**src/hw/rtl/owpc_pkg.sv**
```systemverilog
// ----------------------------------------------------------------------------
// owpc_pkg
// Types, register indexes and helpers for the overlap window pair counter.
// ----------------------------------------------------------------------------
package owpc_pkg;

  localparam int OWPC_WINDOW_DEPTH = 64;
  localparam int CNT_W             = 48;
  localparam int CFG_IDX_W         = 8;
  localparam int CFG_DATA_W        = 16;

  localparam logic [CFG_IDX_W-1:0] REG_RD_LEN   = CFG_IDX_W'(0);
  localparam logic [CFG_IDX_W-1:0] REG_SEED_LEN = CFG_IDX_W'(1);

  localparam logic [15:0] RD_LEN_RST   = 16'd100;
  localparam logic [15:0] SEED_LEN_RST = 16'd31;

  typedef struct packed {
    logic [31:0] ref_name;
    logic [31:0] map_position;
    logic [15:0] part_id;
    logic        start_of_set;
  } owpc_in_t;

  typedef struct packed {
    logic [CNT_W-1:0] total_pairs;
    logic [CNT_W-1:0] intra_pairs;
    logic [CNT_W-1:0] inter_pairs;
    logic             window_overflow;
  } owpc_out_t;

  typedef struct packed {
    logic [CFG_IDX_W-1:0]  index;
    logic [CFG_DATA_W-1:0] data;
  } owpc_cfg_t;

  // one window entry as it moves down the cell row
  typedef struct packed {
    logic [31:0] ref_name;
    logic [31:0] pos;
    logic [15:0] part;
  } owpc_entry_t;

  // compare result of one cell against the incoming record
  typedef struct packed {
    logic vld;
    logic keep;
    logic same_part;
  } owpc_cell_stat_t;

  function automatic logic [CNT_W-1:0] sat_add(input logic [CNT_W-1:0] a,
                                               input logic [CNT_W-1:0] b);
    logic [CNT_W:0] s;
    s = {1'b0, a} + {1'b0, b};
    return s[CNT_W] ? {CNT_W{1'b1}} : s[CNT_W-1:0];
  endfunction

endpackage

```
**src/hw/rtl/owpc_cell.sv**
```systemverilog
// ----------------------------------------------------------------------------
// owpc_cell
// One window entry: compares itself with the incoming record and takes over
// its upstream neighbour's entry on every accepted request.
// ----------------------------------------------------------------------------
module owpc_cell import owpc_pkg::*; (
  input  logic            clk,
  input  logic            rst_n,
  input  logic            shift_en,
  input  logic            start,
  input  logic [31:0]     rec_ref,
  input  logic [15:0]     rec_part,
  input  logic [32:0]     need,
  input  logic [15:0]     rd_len,
  input  owpc_entry_t     prev_ent,
  input  logic            prev_keep,
  output owpc_entry_t     ent,
  output owpc_cell_stat_t stat
);

  owpc_entry_t ent_r;
  logic        vld_r;
  logic [32:0] reach;

  assign reach          = {1'b0, ent_r.pos} + {17'b0, rd_len};
  assign stat.vld       = vld_r;
  assign stat.keep      = vld_r && !start && (ent_r.ref_name == rec_ref) && (reach >= need);
  assign stat.same_part = (ent_r.part == rec_part);
  assign ent            = ent_r;

  always_ff @(posedge clk) begin
    if (!rst_n) begin
      vld_r <= 1'b0;
    end else if (shift_en) begin
      vld_r <= prev_keep;
    end
  end

  always_ff @(posedge clk) begin
    if (shift_en) begin
      ent_r <= prev_ent;
    end
  end

endmodule

```
**config.mk**
```make
export PLATFORM = sky130hd
export DESIGN_NAME = owpc_cell
export DESIGN_NICKNAME = d
export VERILOG_FILES = /design/src/hw/rtl/owpc_pkg.sv /design/src/hw/rtl/owpc_cell.sv
export SDC_FILE = /design/constraint.sdc
export NUM_CORES = 1
export LEC_CHECK = 0
export ABC_AREA = 0
export ABC_CLOCK_PERIOD_IN_PS = 5000
export BUFFER_PORTS_ARGS = -buffer_cell sky130_fd_sc_hd__buf_2
export CORE_UTILIZATION = 35
export DETAILED_ROUTE_END_ITERATION = 8
export SLEW_MARGIN = 10
export SYNTH_ARGS = -nofsm -noshare
export SYNTH_HDL_FRONTEND = slang
export SYNTH_SLANG_ARGS = --single-unit
```
**constraint.sdc**
```tcl
create_clock -name clk -period 5 [get_ports clk]
set_input_delay 0.75 -clock clk [delete_from_list [all_inputs] [get_ports clk]]
set_output_delay 0.75 -clock clk [all_outputs]
set_load 0.02 [all_outputs]
```
==> impl_metrics.csv <==
group,metric,value,unit
status,status,"finished clean",
clock_network,clk_pin_slew,0.06,ns
critical_path,reg2regPathDepth,2,
place,dp_hpwl,12000,um
pwr,totalPowerFinal,2.05,mW
grt,grt_overflow,0,
timing,slew_headroom,0.321,
clock_network,clockBufferDepth,2,
synthesis,synth_top_area_frac,0.482,
timing,final_max_slew_viol_count,0,
synthesis,synth-seq-cells,81,
synthesis,syn-num-nets,654,
grt,grtUsageTotal,0.191,
clock_network,clk_latency,0.32,ns
timing,fin_ws,0.209,ns
synthesis,ys_seq_area_frac,0.486,
grt,grt_max_degree,82,
hold_path,hold_path_class,"register to register",
die,rows,43,
detailed_routing,drtIter0Drc,130,
timing,fin_skew,0,ns
place,io_buffers,264,
timing,fin_crit_sh,0.958,
critical_path,cp.required,4.25,ns
synthesis,synthArstFlopShare,0,
timing,hold_slack,0.556,ns
clock_network,clock-sinks,81,
critical_path,regToRegSetupSlack,4.38,ns
detailed_routing,first_pass_iters,5,
die,initial_core_util,0.359,
timing,setup_violations,0,
die,fp.coreArea,13900,um^2
grt,grt_antenna_before_repair,4,
pwr,p_leak,3.26,nW
synthesis,synthFlopType,"edfxtp_1",
critical_path,worstReg2RegEnd,"vld_r$_SDFFE_PN0P_",
critical_path,r2r_start,"vld_r$_SDFFE_PN0P_",
detailed_routing,vias,4265,
layout,final_cell_area,7000,um^2
critical_path,worstSetupEndpointType,"primary output",
detailed_routing,via_per_inst,4.77,
die,dieArea,14700,um^2
timing,max_freq,209,MHz
critical_path,crit_end,"stat[1]",
timing,worstMarginPinSlew,1.02,ns
detailed_routing,wl_per_cell,15.9,um
critical_path,crit_start,"rd_len[0]",
synthesis,synth_cell_type_count,53,
clock_network,cts_tree,"built",
timing,period_needed,4.79,ns
place,placed_area,6590,um^2
die,fp.dieW,121,um
timing,finalSetupTns,0,ns
critical_path,startpoint_type,"input port",
layout,num-nets-final,940,
critical_path,critPathArrivalTime,4.04,ns
clock_network,cts-root-buf,"clkbuf_16",
synthesis,yosysMostFrequentCell,"edfxtp_1",
synthesis,syn-cell-area,4980,um^2
timing,hold_violations,0,
place,pre_cts_ws,-0.253,ns
place,gp_congestion,0.844,
pwr,irDropWorstVdd,0.000290,V
synthesis,ys_top_cells_by_count,"80 x edfxtp_1, 53 x xnor2_1, 49 x ha_1",
clock_network,cts_buffers,9,
synthesis,syn-mean-instance-area,11.8,um^2
synthesis,synthTopCellsByArea,"edfxtp_1 48%, ha_1 12%, xnor2_1 9.3%",
die,die_h,121,um
synthesis,synth_edf_count,80,
clock_network,cts_max_level,3,
pwr,power.density,292,nW/um^2
detailed_routing,drt-total-wl,14200,um
detailed_routing,drc_errors,0,
clock_network,cts_hold_buffers,0,
run,cap_violations,0,
detailed_routing,ant_nets,0,
die,io_pins,265,
critical_path,criticalPathCategory,"input port to primary output",
critical_path,crit_fanout,4,
synthesis,yosysWarningCount,0,
synthesis,synthCells,422,
grt,grt_pass1_wl,21400,um
grt,grt_pass1_vias,4486,
synthesis,synth_top_area_cell,"edfxtp_1",
timing,rsz0062_at_grt,"no",
layout,area_delta_synth_final,40.6,%
layout,drive_gt1_frac,0.440,
## where the power goes
group / switching (mW) / internal (mW)
clock: 0.247 / 0.381
combinational: 0.314 / 0.252
sequential: 0.0441 / 0.810
## cell type report
class | instances | area, um^2
Antenna cell | 1 | 2.50
Clock buffer | 9 | 225
Clock inverter | 7 | 61.3
Fill cell | 1316 | 6880
Inverter | 43 | 161
Multi-Input combinational cell | 294 | 2460
Sequential cell | 81 | 2420
Tap cell | 180 | 225
Timing Repair Buffer | 279 | 1440
## worst min path at each step
stage	startpoint	end	slack [ns]	depth (start not counted)
2_1_floorplan	vld_r$_SDFFE_PN0P_	vld_r$_SDFFE_PN0P_	0.50	2
3_3_place_gp	vld_r$_SDFFE_PN0P_	vld_r$_SDFFE_PN0P_	0.52	2
3_5_place_dp	vld_r$_SDFFE_PN0P_	vld_r$_SDFFE_PN0P_	0.54	2
4_1_cts	vld_r$_SDFFE_PN0P_	vld_r$_SDFFE_PN0P_	0.56	2
5_1_grt	prev_ent[42]	ent[42]$_DFFE_PP_	0.57	1
6_report	vld_r$_SDFFE_PN0P_	vld_r$_SDFFE_PN0P_	0.56	2
## critical path: stages
cell,delay [ns]
buf_2,0.08
ha_1,0.15
inv_1,0.05
fa_2,0.34
nand2b_4,0.16
a21oi_4,0.17
o2111ai_4,0.18
a211oi_4,0.24
buf_4,0.17
nand3_1,0.10
xnor2_1,0.16
ha_1,0.30
nand4_1,0.14
or4_4,0.52
a2111oi_4,0.20
o31a_1,0.19
buf_6,0.12
## state kept, by name, summed over array words and instances, names as in the netlist
name and flops:
ent 80, vld_r 1
## per-stage QoR
step / instances / util
2_1_floorplan: 422 / -
3_3_place_gp: 873 / 0.475
3_5_place_dp: 873 / 0.475
4_1_cts: 890 / 0.500
5_1_grt: 893 / 0.504
6_report: 894 / 0.505
## cells by family (layout without fill, tap and decap cells)
group / count (synthesis) / after routing / share of synthesized area
multiplexers: 1 / 1 / 0.00201
other: 0 / 1 / 0
XOR/XNOR: 77 / 77 / 0.135
buffers and inverters: 47 / 338 / 0.0369
adder cells (fa/ha/maj): 50 / 50 / 0.127
AND/OR/NAND/NOR: 84 / 84 / 0.0904
flip-flops: 81 / 81 / 0.486
AO/OA/AOI/OAI: 82 / 82 / 0.122
## metal layers
layer,track usage,vias to the layer above,wire length [um]
met5,0,-,11
met4,0.0579,2,223
met3,0.0681,19,1090
met2,0.362,159,7730
met1,0.194,1959,5160
li1,-,2126,-
## placed cells by master (no fill, tap or decap), types with 3 or more instances in the layout
cell type / Yosys / routed
ha_1: 49 / 49
buf_2: 3 / 262
a21oi_1: 25 / 25
nand2_1: 15 / 15
clkbuf_16: 0 / 9
buf_4: 1 / 16
inv_1: 43 / 43
a211oi_1: 3 / 3
nand2b_1: 4 / 3
and3_1: 6 / 6
nor3_1: 3 / 3
nor2_1: 11 / 11
nand4_1: 16 / 16
nand3_1: 12 / 10
o21ai_0: 10 / 10
a21o_1: 12 / 12
clkinv_2: 0 / 4
a31oi_1: 5 / 5
edfxtp_1: 80 / 80
xnor2_1: 53 / 53
nor4_1: 7 / 7
xor2_1: 24 / 24
## timing repair
action                     in CTS  in global routing
buffers inserted                1                  3
gates resized for setup        10                  8
setup endpoints to repair       1                  1
pin swaps                       6                 14
No activity file was read; power rests on OpenSTA's default activity.
