## src/hw/rtl/owpc_popcnt.sv

```systemverilog
// ----------------------------------------------------------------------------
// owpc_popcnt
// Four-stage registered population count over the match vector of the row.
// ----------------------------------------------------------------------------
module owpc_popcnt #(
  parameter int N = 64
) (
  input  logic                   clk,
  input  logic                   en,
  input  logic [N-1:0]           bits,
  output logic [$clog2(N+1)-1:0] cnt
);

  localparam int CW = $clog2(N + 1);
  localparam int G1 = (N + 7) / 8;
  localparam int G2 = (G1 + 7) / 8;
  localparam int G3 = (G2 + 7) / 8;

  logic [G1*8-1:0] pad;
  logic [CW-1:0]   l1_sum [G1];
  logic [CW-1:0]   l1_r   [G1];
  logic [CW-1:0]   l1_pad [G2*8];
  logic [CW-1:0]   l2_sum [G2];
  logic [CW-1:0]   l2_r   [G2];
  logic [CW-1:0]   l2_pad [G3*8];
  logic [CW-1:0]   l3_sum [G3];
  logic [CW-1:0]   l3_r   [G3];
  logic [CW-1:0]   fin_sum;
  logic [CW-1:0]   cnt_r;

  assign pad = (G1*8)'(bits);

  genvar g;
  generate
    for (g = 0; g < G2*8; g++) begin : g_l1pad
      if (g < G1) begin : g_used
        assign l1_pad[g] = l1_r[g];
      end else begin : g_zero
        assign l1_pad[g] = '0;
      end
    end
    for (g = 0; g < G3*8; g++) begin : g_l2pad
      if (g < G2) begin : g_used
        assign l2_pad[g] = l2_r[g];
      end else begin : g_zero
        assign l2_pad[g] = '0;
      end
    end
  endgenerate

  always_comb begin
    for (int i = 0; i < G1; i++) begin
      l1_sum[i] = '0;
      for (int j = 0; j < 8; j++) begin
        l1_sum[i] = l1_sum[i] + CW'(pad[i*8+j]);
      end
    end
    for (int i = 0; i < G2; i++) begin
      l2_sum[i] = '0;
      for (int j = 0; j < 8; j++) begin
        l2_sum[i] = l2_sum[i] + l1_pad[i*8+j];
      end
    end
    for (int i = 0; i < G3; i++) begin
      l3_sum[i] = '0;
      for (int j = 0; j < 8; j++) begin
        l3_sum[i] = l3_sum[i] + l2_pad[i*8+j];
      end
    end
    fin_sum = '0;
    for (int i = 0; i < G3; i++) begin
      fin_sum = fin_sum + l3_r[i];
    end
  end

  always_ff @(posedge clk) begin
    if (en) begin
      l1_r  <= l1_sum;
      l2_r  <= l2_sum;
      l3_r  <= l3_sum;
      cnt_r <= fin_sum;
    end
  end

  assign cnt = cnt_r;

endmodule

```

## config.mk

```make
export PLATFORM = sky130hd
export DESIGN_NAME = owpc_popcnt
export DESIGN_NICKNAME = d
export VERILOG_FILES = /design/src/hw/rtl/owpc_popcnt.sv
export SDC_FILE = /design/constraint.sdc
export NUM_CORES = 1
export LEC_CHECK = 0
export BUFFER_PORTS_ARGS = -buffer_cell sky130_fd_sc_hd__buf_2
export CORE_MARGIN = 10
export CORE_UTILIZATION = 60
export DETAILED_ROUTE_END_ITERATION = 10
export PLACE_DENSITY = 0.86
export SLEW_MARGIN = 40
export SYNTH_ARGS = -nofsm -noshare
export SYNTH_HDL_FRONTEND = slang
export SYNTH_SLANG_ARGS = --single-unit
```

## constraint.sdc

```tcl
create_clock -name clk -period 9 [get_ports clk]
set_input_delay 0.9 -clock clk [delete_from_list [all_inputs] [get_ports clk]]
set_output_delay 0.9 -clock clk [all_outputs]
set_load 0.02 [all_outputs]
```

==> out/metrics.yaml, run 1 <==
status: "complete, no violations"
coreArea_um2: 5990
yosysMostFrequentCell: "inv_1"
power.switching_fraction_pct: 41.4
wirelength_um: 6120
yosys_warnings: 0
comb_power_share_pct: 62.1
initial_core_util_pct: 62.7
criticalPathCategory: "reg2reg"
ys_async_sr_fraction_pct: 0
end_kind: "flop"
synthTopCellsByCount: "inv_1 (125), fa_1 (55), edfxtp_1 (53)"
clockBufferDepth: 2
period_minus_slack_ns: 3.94
timing.final.ws_setup_ns: 5.06
p_sw_uw: 673
ys_seq_area_share_pct: 42.3
synth_nets: 446
crit_path_max_fanout: 2
syn-instance-count: 294
design_area_um2: 4330
vias: 2083
die_area_um2: 9830
synth_cell_types: 10
reg2reg_slack_ns: 5.06
critPathMaxStageDelay_ns: 0.56
grt_max_degree: 54
start_kind: "flop"
synth.top_cell.area_share_pct: 42.3
skew_ns: 0.00698
cts_buffers: 5
wl_per_cell_um: 13.6
viasPerCell: 4.64
holdPathStages: 0
crit_top_cell: "fa_1"
cts_setup_buffers: 0
layout.cells.non_filler: 449
drive_gt1_share_pct: 21.4
min_path_type: "reg2reg"
port_buffers: 72
ys_top_cells_by_area: "edfxtp_1 (42%), fa_1 (29%), inv_1 (12%)"
leakagePower_nw: 2.25
rsz0062_at_grt: "no"
r2r_end: "l2_r[6]$_DFFE_PP_"
crit_arrival_ns: 4.02
grt_pass1_vias: 2414
num_antenna_cells: 0
place_area_um2: 4220
dp_cells: 441
nets: 525
worst_ep_required_time_ns: 9.08
grt_antenna_before_repair: 0
drc: 0
report.final.slew_viol_count: 0
die_h_um: 99.1
dp_slack_ns: 5.13
clock_sinks: 53
rows: 28
postCtsHoldBufs: 0
hp-start: "l3_r[6]$_DFFE_PP_"
setup_tns_ns: 0
crit_chain: "inv_1 > fa_1 > inv_1 > fa_1 > fa_1 > inv_1 > fa_1 > inv_1 > ha_1 > fa_1 > a21o_1 > a21o_1"
seq_power_share_pct: 28.1
cpMaxStageDelayCell: "fa_1"
timing.rr.start: "l1_pad[2]$_DFFE_PP_"
worstHoldEndpoint: "cnt[6]$_DFFE_PP_"
ir_drop_mv: 0.315
p_int_uw: 955
clock_power_share_pct: 9.8
finalCritPeriodShare_pct: 43.8
clkLatencyLatePin_ns: 0.31
drtIter0Drc: 75
slew_headroom_pct: 56.8
grt-ovfl-total: 0
cts_repair_resize_count: 0
hold_violations: 0
post-dp-hpwl_um: 5110
worst_slew_pin_slew_ns: 0.647
max_cap_viol_count: 0
ys_ff_latch: 53
synth_edf_count: 53
io_pins: 73
r2r_cells: 12
grtUsageTotal_pct: 13.2
grt_pass1_wl_um: 10600
drtPass1Iterations: 4
synth_ff_type: "edfxtp_1"
avgSynthCellArea_um2: 12.8
place_congestion: 0.782
ant_nets: 0
power_mw: 1.63
clk_pin_slew_worst_paths_ns: 0.09
netlist_area_um2: 3760
cts_root_buffer: "clkbuf_8"
p_per_area_nw_per_um2: 376
yosysTopAreaCell: "edfxtp_1"
die_x_um: 99.1
setup_viol: 0
syn_to_final_growth_pct: 15.1
fmax_mhz: 254
cts_tree: "done"
cts_max_level: 2
[how the worst max path moves through the flow]
stage                         from           endpoint  slack, ns  cells past startpoint
2_1_floorplan  l1_pad[2]$_DFFE_PP_  l2_r[6]$_DFFE_PP_       5.28                     12
3_3_place_gp   l1_pad[2]$_DFFE_PP_  l2_r[6]$_DFFE_PP_       5.23                     12
3_5_place_dp   l1_pad[2]$_DFFE_PP_  l2_r[6]$_DFFE_PP_       5.13                     12
4_1_cts        l1_pad[2]$_DFFE_PP_  l2_r[6]$_DFFE_PP_       5.05                     12
5_1_grt        l1_pad[2]$_DFFE_PP_  l2_r[6]$_DFFE_PP_       4.92                     12
6_report       l1_pad[2]$_DFFE_PP_  l2_r[6]$_DFFE_PP_       5.06                     12
[registers in the layout, indices dropped and copies added (netlist names)]
register and count:
l1_pad 32, l3_r 7, l2_r 7, cnt 7
[worst max-delay path, delay by kind of cell, from the launching register on]
kind            cells  cell delay [ns]
fa+ha+maj           6             2.79
flops               1             0.34
compound gates      2             0.34
buf+inv             4             0.24
[routing by layer]
| metal | global-route usage [%] | vias up | part of all wire [%] |
|---|---|---|---|
| met3 | 3.32 | 11 | 5.0 |
| met4 | 4.41 | 0 | 1.3 |
| met1 | 14.7 | 1016 | 37 |
| met5 | 0 | - | 0 |
| li1 | - | 1011 | - |
| met2 | 24.0 | 45 | 57 |
[cells by family (layout without fill, tap and decap cells)]
| group | after synthesis | count (layout) | synth area share (%) |
|---|---|---|---|
| buffers and inverters | 125 | 205 | 12.5 |
| AND/OR/NAND/NOR | 8 | 8 | 1.33 |
| flip-flops | 53 | 53 | 42.3 |
| XOR/XNOR | 10 | 10 | 2.33 |
| AO/OA/AOI/OAI | 12 | 12 | 1.90 |
| adder cells (fa/ha/maj) | 86 | 86 | 39.6 |
[power by group through the flow]
| stage | clock (mW) | combinational (mW) | sequential [mW] |
|---|---|---|---|
| 4_1_cts | 0.163 | 1.02 | 0.459 |
| 6_report | 0.159 | 1.01 | 0.457 |
| 3_5_place_dp | 0 | 0.960 | 0.464 |
| 2_1_floorplan | 0 | 0.707 | 0.462 |
| 3_3_place_gp | 0 | 0.845 | 0.458 |
| 5_1_grt | 0.174 | 1.17 | 0.465 |
[area by class of cell]
| cell class | instances | area [um^2] |
|---|---|---|
| sequential | 53 | 1590 |
| fill | 407 | 1670 |
| multi-input combinational | 116 | 1700 |
| timing repair buffer | 72 | 363 |
| tap | 75 | 93.8 |
| inverter | 125 | 469 |
| clock buffer | 5 | 68.8 |
| clock inverter | 3 | 41.3 |
[metrics by stage]
| stage | hold slack, ns | util [%] |
|---|---|---|
| after floorplan | 0.400 | - |
| after global placement | 0.403 | 70.3 |
| after detailed placement | 0.412 | 70.4 |
| after CTS | 0.434 | 72.2 |
| after global routing | 0.442 | 72.2 |
| final | 0.432 | 72.2 |
[placed cells by master, fill, tap and decap left out]
| cell | n |
|---|---|
| clkinvlp_4 | 1 |
| inv_1 | 125 |
| fa_1 | 55 |
| edfxtp_1 | 53 |
| ha_1 | 31 |
| bufinv_16 | 1 |
| a21oi_2 | 1 |
| buf_2 | 71 |
| a21oi_1 | 8 |
| xnor2_1 | 4 |
| a21o_1 | 3 |
| nor2b_1 | 8 |
| clkbuf_8 | 5 |
| buf_4 | 1 |
| clkinv_1 | 1 |
| xor2_1 | 6 |
Power figures use the tool's default switching activity.
==> inputs of run 2 (changes only) <==
CORE_UTILIZATION = 56   (was 60)
PLACE_DENSITY = 0.81   (was 0.86)
clock period = 3.92 ns   (was 9 ns; I/O delays follow)
==> run 2 against run 1 <==
Against the previous run: register-to-register slack got worse by 4.9 ns; total power increased by 110%; sequential power increased by 130%; clock-buffer cell count increased by 3; clock power increased by 83%; non-clock buffer count unchanged; via count decreased by 0.24%; first-iteration DRC count decreased by 40%; utilization decreased by 5.2 points; combinational power increased by 110%; cell area decreased by 0.58%; largest power group unchanged; die area increased by 5.7%.
==> out/metrics.yaml, run 2 (synthesized netlist as in run 1, its figures left out) <==
clk_pin_slew_worst_paths_ns: 0.09  # about the same
comb_power_share_pct: 61.4  # was 62.1%
r2r_end: "l2_r[6]$_DFFE_PP_"  # unchanged
die_h_um: 102  # was 99.1 um
ir_drop_mv: 0.578  # was 0.315 mV
status: "complete, no violations"  # unchanged
finalCritPeriodShare_pct: 95.2  # was 43.8%
final_common_cell: "inv_1"  # unchanged
worstHoldEndpoint: "l1_pad[14]$_DFFE_PP_"  # was cnt[6]$_DFFE_PP_
max_cap_viol_count: 0  # unchanged
cts_buffers: 5  # unchanged
postCtsHoldBufs: 0  # unchanged
wirelength_um: 5650  # was 6120 um
hold_violations: 0  # unchanged
rsz0062_at_grt: "no"  # unchanged
drtIter0Drc: 45  # was 75
syn_to_final_growth_pct: 14.4  # was 15.1%
timing.final.ws_setup_ns: 0.190  # was 5.06 ns
clkLatencyLatePin_ns: 0.30  # was 0.31 ns
dp_slack_ns: 0.0283  # was 5.13 ns
drive_gt1_share_pct: 21.1  # was 21.4%
hp-start: "bits[42]"  # was l3_r[6]$_DFFE_PP_
slew_headroom_pct: 57.0  # was 56.8%
p_sw_mw: 1.38  # was 673 uW
holdPathStages: 2  # was 0
cpMaxStageDelayCell: "fa_1"  # unchanged
layout_common_cells: "inv_1 (125), buf_2 (71), fa_1 (54), edfxtp_1 (53), ha_1 (31)"  # was inv_1 (125), buf_2 (71), fa_1 (55), edfxtp_1 (53), ha_1 (31)
cts_repair_resize_count: 0  # unchanged
grt-ovfl-total: 0  # unchanged
grtUsageTotal_pct: 12.4  # was 13.2%
num_antenna_cells: 0  # unchanged
cts_root_buffer: "clkbuf_8"  # unchanged
cts_tree: "done"  # unchanged
min_path_type: "in2reg"  # was reg2reg
clock_power_share_pct: 8.4  # was 9.8%
start_kind: "flop"  # unchanged
skew_ns: 0.00753  # was 0.00698 ns
vias: 2078  # was 2083
period_minus_slack_ns: 3.73  # was 3.94 ns
end_kind: "flop"  # unchanged
clock_sinks: 53  # unchanged
wl_per_cell_um: 12.5  # was 13.6 um
p_int_mw: 2.09  # was 955 uW
crit_path_max_fanout: 2  # unchanged
initial_core_util_pct: 58.5  # was 62.7%
clockBufferDepth: 2  # unchanged
leakagePower_nw: 2.24  # was 2.25 nW
grt_max_degree: 54  # unchanged
port_buffers: 72  # unchanged
setup_viol: 0  # unchanged
place_congestion: 0.762  # was 0.782
cts_setup_buffers: 0  # unchanged
drc: 0  # unchanged
grt_antenna_before_repair: 0  # unchanged
timing.rr.start: "l1_pad[23]$_DFFE_PP_"  # was l1_pad[2]$_DFFE_PP_
criticalPathCategory: "reg2reg"  # unchanged
io_pins: 73  # unchanged
n_fill_cell: 454  # was 407
cts_max_level: 2  # unchanged
design_area_um2: 4300  # was 4330 um^2
place_area_um2: 4220  # about the same
crit_chain: "inv_1 > fa_1 > inv_1 > fa_1 > fa_1 > inv_1 > fa_1 > inv_1 > ha_1 > fa_2 > a21o_1 > a21o_1"  # was inv_1 > fa_1 > inv_1 > fa_1 > fa_1 > inv_1 > fa_1 > inv_1 > ha_1 > fa_1 > a21o_1 > a21o_1
seq_power_share_pct: 30.2  # was 28.1%
viasPerCell: 4.61  # was 4.64
nets: 525  # unchanged
reg2reg_slack_ns: 0.19  # was 5.06 ns
power.switching_fraction_pct: 39.7  # was 41.4%
rows: 29  # was 28
die_x_um: 102  # was 99.1 um
crit_arrival_ns: 3.79  # was 4.02 ns
critPathMaxStageDelay_ns: 0.52  # was 0.56 ns
grt_pass1_wl_um: 10300  # was 10600 um
grt_pass1_vias: 2425  # was 2414
worst_slew_pin_slew_ns: 0.646  # was 0.647 ns
setup_tns_ns: 0  # unchanged
report.final.slew_viol_count: 0  # unchanged
largest_reg_flops: 32  # unchanged
drtPass1Iterations: 4  # unchanged
coreArea_um2: 6420  # was 5990 um^2
hold_ws_ns: 0.383  # was 0.432 ns
p_per_area_nw_per_um2: 806  # was 376 nW/um^2
fmax_mhz: 268  # was 254 MHz
post-dp-hpwl_um: 4920  # was 5110 um
ant_nets: 0  # unchanged
worst_ep_required_time_ns: 3.98  # was 9.08 ns
r2r_cells: 12  # unchanged
die_area_um2: 10400  # was 9830 um^2
## run 2: cell count changes in the layout (fill, tap and decap cells not counted)
cell	change
fa_2	+1
fa_1	-1
clkbuf_1	+3
clkinvlp_4	-1
clkinv_1	-1
bufinv_16	-1
## run 2: metal layers
layer	track usage, %	wire [um]
met4	3.58	70
met2	22.3	3150
met1	14.1	2180
met5	0	0
met3	3.37	254
## run 2: metrics by stage
stage	power, mW	utilization (%)	std cells
after floorplan	2.69	-	294
after global placement	3.00	65.6	443
after detailed placement	3.22	65.7	443
after CTS	3.51	66.9	451
after global routing	3.95	67.0	451
final	3.47	67.0	451
## run 2: worst max-delay path by stage
stage                                    start  depth (start not counted)                end
final                     l1_pad[23]$_DFFE_PP_                         12  l2_r[6]$_DFFE_PP_
after floorplan            l1_pad[2]$_DFFE_PP_                         12  l2_r[6]$_DFFE_PP_
after global placement     l1_pad[2]$_DFFE_PP_                         12  l2_r[6]$_DFFE_PP_
after CTS                  l1_pad[2]$_DFFE_PP_                         12  l2_r[6]$_DFFE_PP_
after global routing      l1_pad[23]$_DFFE_PP_                         12  l2_r[6]$_DFFE_PP_
after detailed placement   l1_pad[2]$_DFFE_PP_                         12  l2_r[6]$_DFFE_PP_
## run 2: final cells by class
cell class,instances,area (um^2),share of cell area [%]
flip-flops and latches,53,1590,37.0
inverters,125,469,10.9
clock buffers,8,80.1,1.86
repair buffers,72,363,8.44
multi-input cells,116,1700,39.5
well taps,77,96.3,2.24
## run 2: critical path: cells and delay by family (launching register included)
kind | cells | cell delay [ns]
AO/OA/AOI/OAI | 2 | 0.34
adder cells (fa/ha/maj) | 6 | 2.62
buffers and inverters | 4 | 0.20
flip-flops | 1 | 0.33
## run 2: power by group through the flow
| stage | Combinational [mW] | Clock (mW) | Sequential [mW] |
|---|---|---|---|
| floorplan | 1.62 | 0 | 1.06 |
| global placement | 1.95 | 0 | 1.05 |
| detailed placement | 2.15 | 0 | 1.06 |
| CTS | 2.16 | 0.298 | 1.05 |
| global route | 2.56 | 0.321 | 1.07 |
| finish | 2.13 | 0.291 | 1.05 |
